`config.mk`:
```
export PLATFORM = sky130hd
export DESIGN_NAME = sorted_set_insert_remove_core
export DESIGN_NICKNAME = d
export VERILOG_FILES = /design/src/rtl/ssir_pkg.sv /design/src/rtl/ssir_cell.sv /design/src/rtl/sorted_set_insert_remove_core.sv
export SDC_FILE = /design/constraint.sdc
export NUM_CORES = 2
export LEC_CHECK = 0
export ABC_AREA = 0
export BUFFER_PORTS_ARGS = -buffer_cell sky130_fd_sc_hd__buf_2
export CAP_MARGIN = 20
export CORE_MARGIN = 4
export CORE_UTILIZATION = 37
export CTS_CLUSTER_SIZE = 20
export DETAILED_ROUTE_END_ITERATION = 10
export PLACE_DENSITY = 0.54
export SETUP_SLACK_MARGIN = 0.15
export SLEW_MARGIN = 25
export SYNTH_ARGS = -nofsm -noshare
export SYNTH_HDL_FRONTEND = slang
export SYNTH_SLANG_ARGS = --single-unit
export TNS_END_PERCENT = 30
```
`constraint.sdc`:
```
create_clock -name clk -period 5.5 [get_ports clk]
set_input_delay 0 -clock clk [delete_from_list [all_inputs] [get_ports clk]]
set_output_delay 0 -clock clk [all_outputs]
set_load 0.02 [all_outputs]
```
`src/rtl/ssir_pkg.sv`:
```
`timescale 1ns / 1ps

package ssir_pkg;

  localparam int DEPTH       = 16;
  localparam int VALUE_WIDTH = 32;
  localparam int CNT_W       = $clog2(DEPTH + 1);
  localparam int COUNT_W     = 5;
  localparam int STATUS_W    = 3;
  localparam int OUT_BITS    = STATUS_W + COUNT_W + 1;
  localparam int OUT_W       = ((OUT_BITS + 7) / 8) * 8;
  localparam int IN_W        = ((VALUE_WIDTH + 7) / 8) * 8;

  typedef logic [VALUE_WIDTH-1:0] key_t;

  typedef enum logic [STATUS_W-1:0] {
    ST_INSERTED  = 3'd0,
    ST_DUPLICATE = 3'd1,
    ST_FULL      = 3'd2,
    ST_REMOVED   = 3'd3,
    ST_NOT_FOUND = 3'd4,
    ST_WAS_EMPTY = 3'd5
  } status_t;

  typedef enum logic {
    REQ_INSERT = 1'b0,
    REQ_REMOVE = 1'b1
  } req_t;

  // Broadcast from the control to every cell of the chain.
  typedef struct packed {
    logic do_ins;
    logic do_rem;
    key_t key;
  } ssir_cmd_t;

  // Sign bit inverted so that unsigned order equals signed order.
  function automatic key_t order_key(input logic [VALUE_WIDTH-1:0] raw);
    order_key = raw ^ {1'b1, {(VALUE_WIDTH-1){1'b0}}};
  endfunction

endpackage

```
`src/rtl/ssir_cell.sv`:
```
`timescale 1ns / 1ps

module ssir_cell import ssir_pkg::*; (
  input  logic      clk,
  input  ssir_cmd_t cmd,
  input  logic      in_range,
  input  logic      left_lt,
  input  key_t      left_key,
  input  key_t      right_key,
  output key_t      key,
  output logic      lt,
  output logic      eq
);

  assign lt = in_range && (key < cmd.key);
  assign eq = in_range && (key == cmd.key);

  // Cells below the insertion point keep their entry; the first cell at or
  // above it takes the new key and the rest move one place up. A removal
  // pulls every entry from the match upwards one place down.
  always_ff @(posedge clk) begin
    if (cmd.do_ins && !lt) begin
      key <= left_lt ? cmd.key : left_key;
    end else if (cmd.do_rem && !lt) begin
      key <= right_key;
    end
  end

endmodule

```
`src/rtl/sorted_set_insert_remove_core.sv`:
```
`timescale 1ns / 1ps

// Channel | Direction | Handshake          | Payload
// s       | in        | s_tvalid/s_tready  | s_tuser: req_type; s_tdata: value
// m       | out       | m_tvalid/m_tready  | m_tdata: status, count, is_empty
//
// Each request is first registered; then every cell compares its entry
// with the key and, on an insert or a removal, the chain shifts by one place.
// The compare across the cell chain and the count decide the status, which
// is registered. A new request is taken once the previous one has executed.
// A result waiting on m holds the next request in its register until taken.
// Reset clears the count and handshake state; stored entries need no reset.

module sorted_set_insert_remove_core import ssir_pkg::*; (
  input  logic             clk,
  input  logic             rst,
  input  logic             s_tvalid,
  output logic             s_tready,
  input  logic [0:0]       s_tuser,   // [0] req_type
  input  logic [IN_W-1:0]  s_tdata,   // [31:0] value
  output logic             m_tvalid,
  input  logic             m_tready,
  output logic [OUT_W-1:0] m_tdata    // [2:0] status, [7:3] count, [8] is_empty
);

  logic             pend;
  req_t             req_kind;
  key_t             req_key;
  logic [CNT_W-1:0] fill;
  logic [CNT_W-1:0] fill_next;
  status_t          status_next;
  status_t          status_q;
  logic [CNT_W-1:0] count_q;
  logic             exec;
  logic             found;
  ssir_cmd_t        cmd;

  key_t             cell_key [DEPTH];
  logic [DEPTH-1:0] cell_lt;
  logic [DEPTH-1:0] cell_eq;

  assign s_tready = !pend;
  assign exec     = pend && (!m_tvalid || m_tready);
  assign found    = |cell_eq;

  always_comb begin
    cmd.key     = req_key;
    cmd.do_ins  = 1'b0;
    cmd.do_rem  = 1'b0;
    fill_next   = fill;
    status_next = ST_INSERTED;
    if (req_kind == REQ_REMOVE) begin
      if (fill == '0) begin
        status_next = ST_WAS_EMPTY;
      end else if (!found) begin
        status_next = ST_NOT_FOUND;
      end else begin
        status_next = ST_REMOVED;
        cmd.do_rem  = exec;
        fill_next   = fill - 1'b1;
      end
    end else begin
      if (found) begin
        status_next = ST_DUPLICATE;
      end else if (fill == CNT_W'(DEPTH)) begin
        status_next = ST_FULL;
      end else begin
        status_next = ST_INSERTED;
        cmd.do_ins  = exec;
        fill_next   = fill + 1'b1;
      end
    end
  end

  for (genvar i = 0; i < DEPTH; i++) begin : g_cell
    logic in_range;
    logic left_lt;
    key_t left_key;
    key_t right_key;

    assign in_range = (CNT_W'(i) < fill);
    if (i == 0) begin : g_first
      assign left_lt  = 1'b1;
      assign left_key = req_key;
    end else begin : g_mid
      assign left_lt  = cell_lt[i-1];
      assign left_key = cell_key[i-1];
    end
    if (i == DEPTH - 1) begin : g_last
      assign right_key = req_key;
    end else begin : g_body
      assign right_key = cell_key[i+1];
    end

    ssir_cell u_cell (
      .clk       (clk),
      .cmd       (cmd),
      .in_range  (in_range),
      .left_lt   (left_lt),
      .left_key  (left_key),
      .right_key (right_key),
      .key       (cell_key[i]),
      .lt        (cell_lt[i]),
      .eq        (cell_eq[i])
    );
  end

  always_ff @(posedge clk) begin
    if (rst) begin
      pend     <= 1'b0;
      m_tvalid <= 1'b0;
      fill     <= '0;
    end else begin
      if (s_tvalid && s_tready) begin
        pend <= 1'b1;
      end else if (exec) begin
        pend <= 1'b0;
      end
      if (exec) begin
        m_tvalid <= 1'b1;
        fill     <= fill_next;
      end else if (m_tready) begin
        m_tvalid <= 1'b0;
      end
    end
  end

  always_ff @(posedge clk) begin
    if (s_tvalid && s_tready) begin
      req_kind <= req_t'(s_tuser[0]);
      req_key  <= order_key(s_tdata[VALUE_WIDTH-1:0]);
    end
    if (exec) begin
      status_q <= status_next;
      count_q  <= fill_next;
    end
  end

  assign m_tdata = {{(OUT_W-OUT_BITS){1'b0}}, (count_q == '0),
                    COUNT_W'(count_q), status_q};

`ifndef SYNTH
  a_fill_bound: assert property (@(posedge clk) disable iff (rst)
    fill <= CNT_W'(DEPTH))
    else $error("fill count above depth");

  a_insert_grows: assert property (@(posedge clk) disable iff (rst)
    (exec && cmd.do_ins) |=> (fill == $past(fill) + 1'b1))
    else $error("insert did not grow the count");

  a_ordered: assert property (@(posedge clk) disable iff (rst)
    (fill >= CNT_W'(2)) |-> (cell_key[0] < cell_key[1]))
    else $error("first two entries out of order");

  a_no_double_hit: assert property (@(posedge clk) disable iff (rst)
    pend |-> $onehot0(cell_eq))
    else $error("key matched more than one cell");
`endif

endmodule

```
# Word-level counts from Yosys, hierarchy flattened
# Index checks and enable logic that the tools add are counted.
# classes
addsub	2
magnitude_cmp	32
n_eq_ne	17
muxes	67
n_bitwise	1
n_reduce_logical	106
# ops
operator	count
$mux 32	47
$eq 32x32->1	16
$lt 32x32->1	16
$logic_and 1x1->1	66
$lt 4x5->1 const A	8
$reduce_bool 2->1	18
$mux 5	5
$lt 3x5->1 const A	4
$logic_not 1->1	18
$reduce_or 16->1	1
$logic_not 5->1	2
$lt 1x5->1 const A	2
$lt 2x5->1 const A	2
$mux 1	10
$mux 3	3
$add 5x1->5 const B	1
$eq 5x5->1 const B	1
$sub 5x1->5 const B	1
$mux 2	2
$logic_or 1x1->1	1
$not 1->1	1
# word_totals
reg_bits	560
out_inout_bits	18

# Depth between registers and ports, before layout
# logic_depth
ltp_word	9
depth_mapped	14

# By module
# A second synthesis with hierarchy kept.
# unflattened
hier_cells	3692
area_unflattened_um2	45806.4
# by_module_without_submodules
mod	n_inst	cells_each	area_per_inst_um2	seq_area_each_um2
ssir_cell	16	220	2726.4	960.9
sorted_set_insert_remove_core	1	172	2184.6	1371.3

# Worst setup path before layout
# No wires, ideal clock.
# synth_timing
kind	reg2reg
from	reg req_key[29], in the netlist g_cell[0].left_key[29]
to	reg g_cell[11].u_cell.key[0], enable pin
arrival_time_ns	4.400
setup_slack_ns	0.668
path_stages_with_launch	13
path_buffers	1
cell_sequence	edfxtp_1 -> inv_1 -> ha_1 -> nand4_1 -> nor4_2 -> nor3b_1 -> a22oi_1 -> o2111a_1 -> nand2_4 -> buf_8 -> and2_1 -> o21ai_2 -> a21oi_1
# synth_between
elab_chain_cells	8
# synth_rtl
item	line	source
start: declaration	sorted_set_insert_remove_core.sv:28	key_t req_key;
start signal: assignment	sorted_set_insert_remove_core.sv:131	req_key <= order_key(s_tdata[VALUE_WIDTH-1:0]);
$eq 32x32->1	ssir_cell.sv:16	assign eq = in_range && (key == cmd.key);
$logic_and 1x1->1	ssir_cell.sv:16	
$reduce_or 16->1	sorted_set_insert_remove_core.sv:44	assign found = |cell_eq;
$mux 1	sorted_set_insert_remove_core.sv:55	end else if (!found) begin
$mux 1	sorted_set_insert_remove_core.sv:53	if (fill == '0) begin
$mux 1	sorted_set_insert_remove_core.sv:52	if (req_kind == REQ_REMOVE) begin
$logic_and 1x1->1	ssir_cell.sv:24	end else if (cmd.do_rem && !lt) begin
$reduce_bool 2->1 (no line) *	n/a	
end signal: assignment	ssir_cell.sv:23	key <= left_lt ? cmd.key : left_key;
end signal: assignment	ssir_cell.sv:25	key <= right_key;
end: declaration	ssir_cell.sv:10	output key_t key,
# Mark *: on every way between the ends. The rest lies on a longest branch, timed or not.
# A chain may end at the register's enable or synchronous reset.

# Worst setup path in the final report
# layout_timing
from	reg req_key[28], in the netlist g_cell[0].left_key[28]
to	reg g_cell[1].u_cell.key[29], enable pin
# layout_between
elab_chain_cells	8
# layout_rtl
item	line
$eq 32x32->1	ssir_cell.sv:16
$logic_and 1x1->1	ssir_cell.sv:16
$reduce_or 16->1	sorted_set_insert_remove_core.sv:44
$mux 1	sorted_set_insert_remove_core.sv:55
$mux 1	sorted_set_insert_remove_core.sv:53
$mux 1	sorted_set_insert_remove_core.sv:52
$logic_and 1x1->1	ssir_cell.sv:24
$reduce_bool 2->1 (no line) *	n/a
end signal: assignment	ssir_cell.sv:23
end signal: assignment	ssir_cell.sv:25
end: declaration	ssir_cell.sv:10
# Marked as above.

==> impl_metrics.json <==
{
  "synth_area_um2": 40100,
  "postRouteAntennaNets": 0,
  "holdWs_ns": 0.0872,
  "drt-pass1-iter-count": 5,
  "period_needed_ns": 4.99,
  "post_drt_wl_per_cell_um": 22.8,
  "max_freq_mhz": 200,
  "grt_max_degree": 127,
  "vdd_ir_drop_max_mv": 0.208,
  "end_kind": "flop",
  "htreeDepth": 3,
  "clock-sinks": 560,
  "core_um2": 107000,
  "design_area_um2": 45400,
  "synth_area_per_cell_um2": 11.1,
  "fin_crit_sh": 0.907,
  "hp-start": "s_tdata[2]",
  "syn_to_final_growth_pct": 13.4,
  "antennaDiodeCount": 0,
  "cts_tree": "yes",
  "setup-violations-final": 0,
  "fin_tns_setup_ns": 0,
  "hold_violations": 0,
  "ys_seq_elements": 560,
  "clk_pin_slew_ns": 0.06,
  "placed_cell_area_um2": 42600,
  "rr_startpoint": "g_cell[0].left_key[28]",
  "leakagePower_nw": 18.1,
  "viasPerCell": 5.59,
  "die_h_um": 337,
  "gp_congestion": 0.879,
  "antenna_found_initial": 1,
  "run_status": "complete, no violations",
  "async_flop_share": 0,
  "route.detailed.drc": 0,
  "critPathMaxFanout": 18,
  "drtIter0Drc": 2159,
  "drv_cap": 0,
  "clock_path_buffers": 3,
  "most-common-layout-cells": "edfxtp_1, ha_1, a21oi_1",
  "wirelength_um": 118000,
  "synth_edf_count": 553,
  "grt_pass1_vias": 28700,
  "cts_made_buffers": 72,
  "layout_commonest_cell": "edfxtp_1",
  "vias": 29000,
  "dpl.hpwl_um": 91000,
  "grt_setup_unrepaired": "no",
  "ys_seq_area_frac": 0.418,
  "slew_headroom": 0.323,
  "grt.overflow.total": 0,
  "worstSkewPairLatency_ns": 0.63,
  "finalMaxSlewViolations": 0,
  "synth_warnings": 0,
  "finalClockSkew_ns": 0.0204,
  "startpoint_type": "flop",
  "power.density_nw_per_um2": 260,
  "path_class": "reg -> reg",
  "startpoint": "g_cell[0].left_key[28]",
  "start_util": 0.373,
  "synth_top_flop_cell": "edfxtp_1",
  "p_total_mw": 11.8,
  "cts-root-buf": "clkbuf_16",
  "synth_cell_types": 82,
  "pin_count": 55,
  "required_ns": 5.85,
  "num_rows": 120,
  "worstMarginPinSlew_ns": 1.01,
  "postSynthCellCount": 3600,
  "fin_util": 0.423,
  "cts_resized": 0,
  "grt_pass1_wl_um": 179000,
  "cp.arrival_ns": 5.34,
  "drive_above_1_share": 0.189,
  "portBuffers": 47,
  "die-area_um2": 114000,
  "hp-class": "in -> reg",
  "nets": 4280,
  "grt_use_total": 0.204,
  "die_width_um": 337
}
final timing paths:
check	slack (ns)	end	cells past startpoint
worst min-delay path	0.09	g_cell[0].left_key[2]	2
worst min register to register	0.59	g_cell[13].u_cell.key[15]	2
worst max register to register	0.51	g_cell[1].u_cell.key[29]	14
worst max-delay path	0.51	g_cell[1].u_cell.key[29]	14
where the power goes:
part	total (mW)	internal (mW)	switching [mW]
combinational	1.76	0.710	1.05
sequential	5.10	4.95	0.155
clock	4.97	3.04	1.93
Yosys cell counts (6+ instances only):
library cell  number  area, um2
nor3_1            28        140
o21ai_0          196        981
or3_1              7       43.8
inv_1             87        327
nand3_1           27        135
ha_1             516       6460
and3_1             6       37.5
edfxtp_1         553      16600
a31oi_1           75        469
mux2_4            29        435
buf_2             41        205
nor2b_1           35        219
nor3_4             6       97.6
buf_1             18       67.6
buf_4             11       82.6
clkbuf_1         107        402
mux2i_1          300       3000
a21oi_2           26        228
o21a_1            16        120
nor4_1            12       75.1
o221ai_1           7       61.3
nand2_1          255        957
o21ai_1           30        150
o211ai_1          20        150
mux2_1             6       67.6
dfxtp_1            7        140
a211oi_1          23        173
a21o_1           128        961
nor2_1           204        766
nand4_1          119        744
buf_6             26        293
a21oi_1          307       1540
mux2_2           247       2780
o21ai_2           41        359
critical path, cell delays in order (launching register included):
cell and delay (ns):
edfxtp_1 0.38, inv_1 0.06, buf_4 0.30, ha_1 0.22, nand4_1 0.25, nor4_2 0.49, nor3b_1 0.50, a22oi_1 0.27
o2111a_1 0.32, and2_0 0.21, and2_1 0.20, o21ai_4 0.81, buf_4 0.38, a21oi_4 0.06, buf_4 0.24
kinds of logic after synthesis:
logic type / Yosys count / synth area share
buffers and inverters: 292 / 0.0348
other: 1 / 0.0000935
muxes: 582 / 0.157
AOI/OAI and AO/OA: 921 / 0.143
xor gates and xnor gates: 2 / 0.000437
DFF: 560 / 0.418
and+or+nand+nor: 726 / 0.0861
adders and majority gates: 516 / 0.161
layer usage:
layer / vias to the layer above / track usage / wire [um] / part of all wire
li1: 14100 / - / - / -
met1: 14100 / 0.283 / 55500 / 0.47
met2: 648 / 0.329 / 53400 / 0.45
met3: 185 / 0.0261 / 5230 / 0.044
met4: 0 / 0.0692 / 4030 / 0.034
met5: - / 0 / 0 / 0
cell type report:
class,count,area (um2)
fill,10100,61900
inverter,88,330
tap,1403,1760
timing repair buffer,251,2010
clock buffer,88,1970
multi-input combinational,2754,22200
clock inverter,34,443
sequential,560,16700
stage by stage:
stage	instances	setup WS, ns
2_1_floorplan	3606	0.668
3_3_place_gp	5017	0.641
3_5_place_dp	5017	0.540
4_1_cts	5177	0.510
5_1_grt	5178	0.301
6_report	5178	0.512
flip-flops by register name (all words and copies together) (netlist names):
register / cells
g_cell.u_cell.key: 512
g_cell.left_key: 32
count_q: 5
fill: 5
status_q: 3
m_tvalid: 1
pend: 1
req_kind: 1
what timing repair did:
action                    4_1_cts  5_1_grt
hold buffers                   38        0
hold endpoints to repair       40        0
buffers inserted                0        0
(Power assumes the default switching activity.)
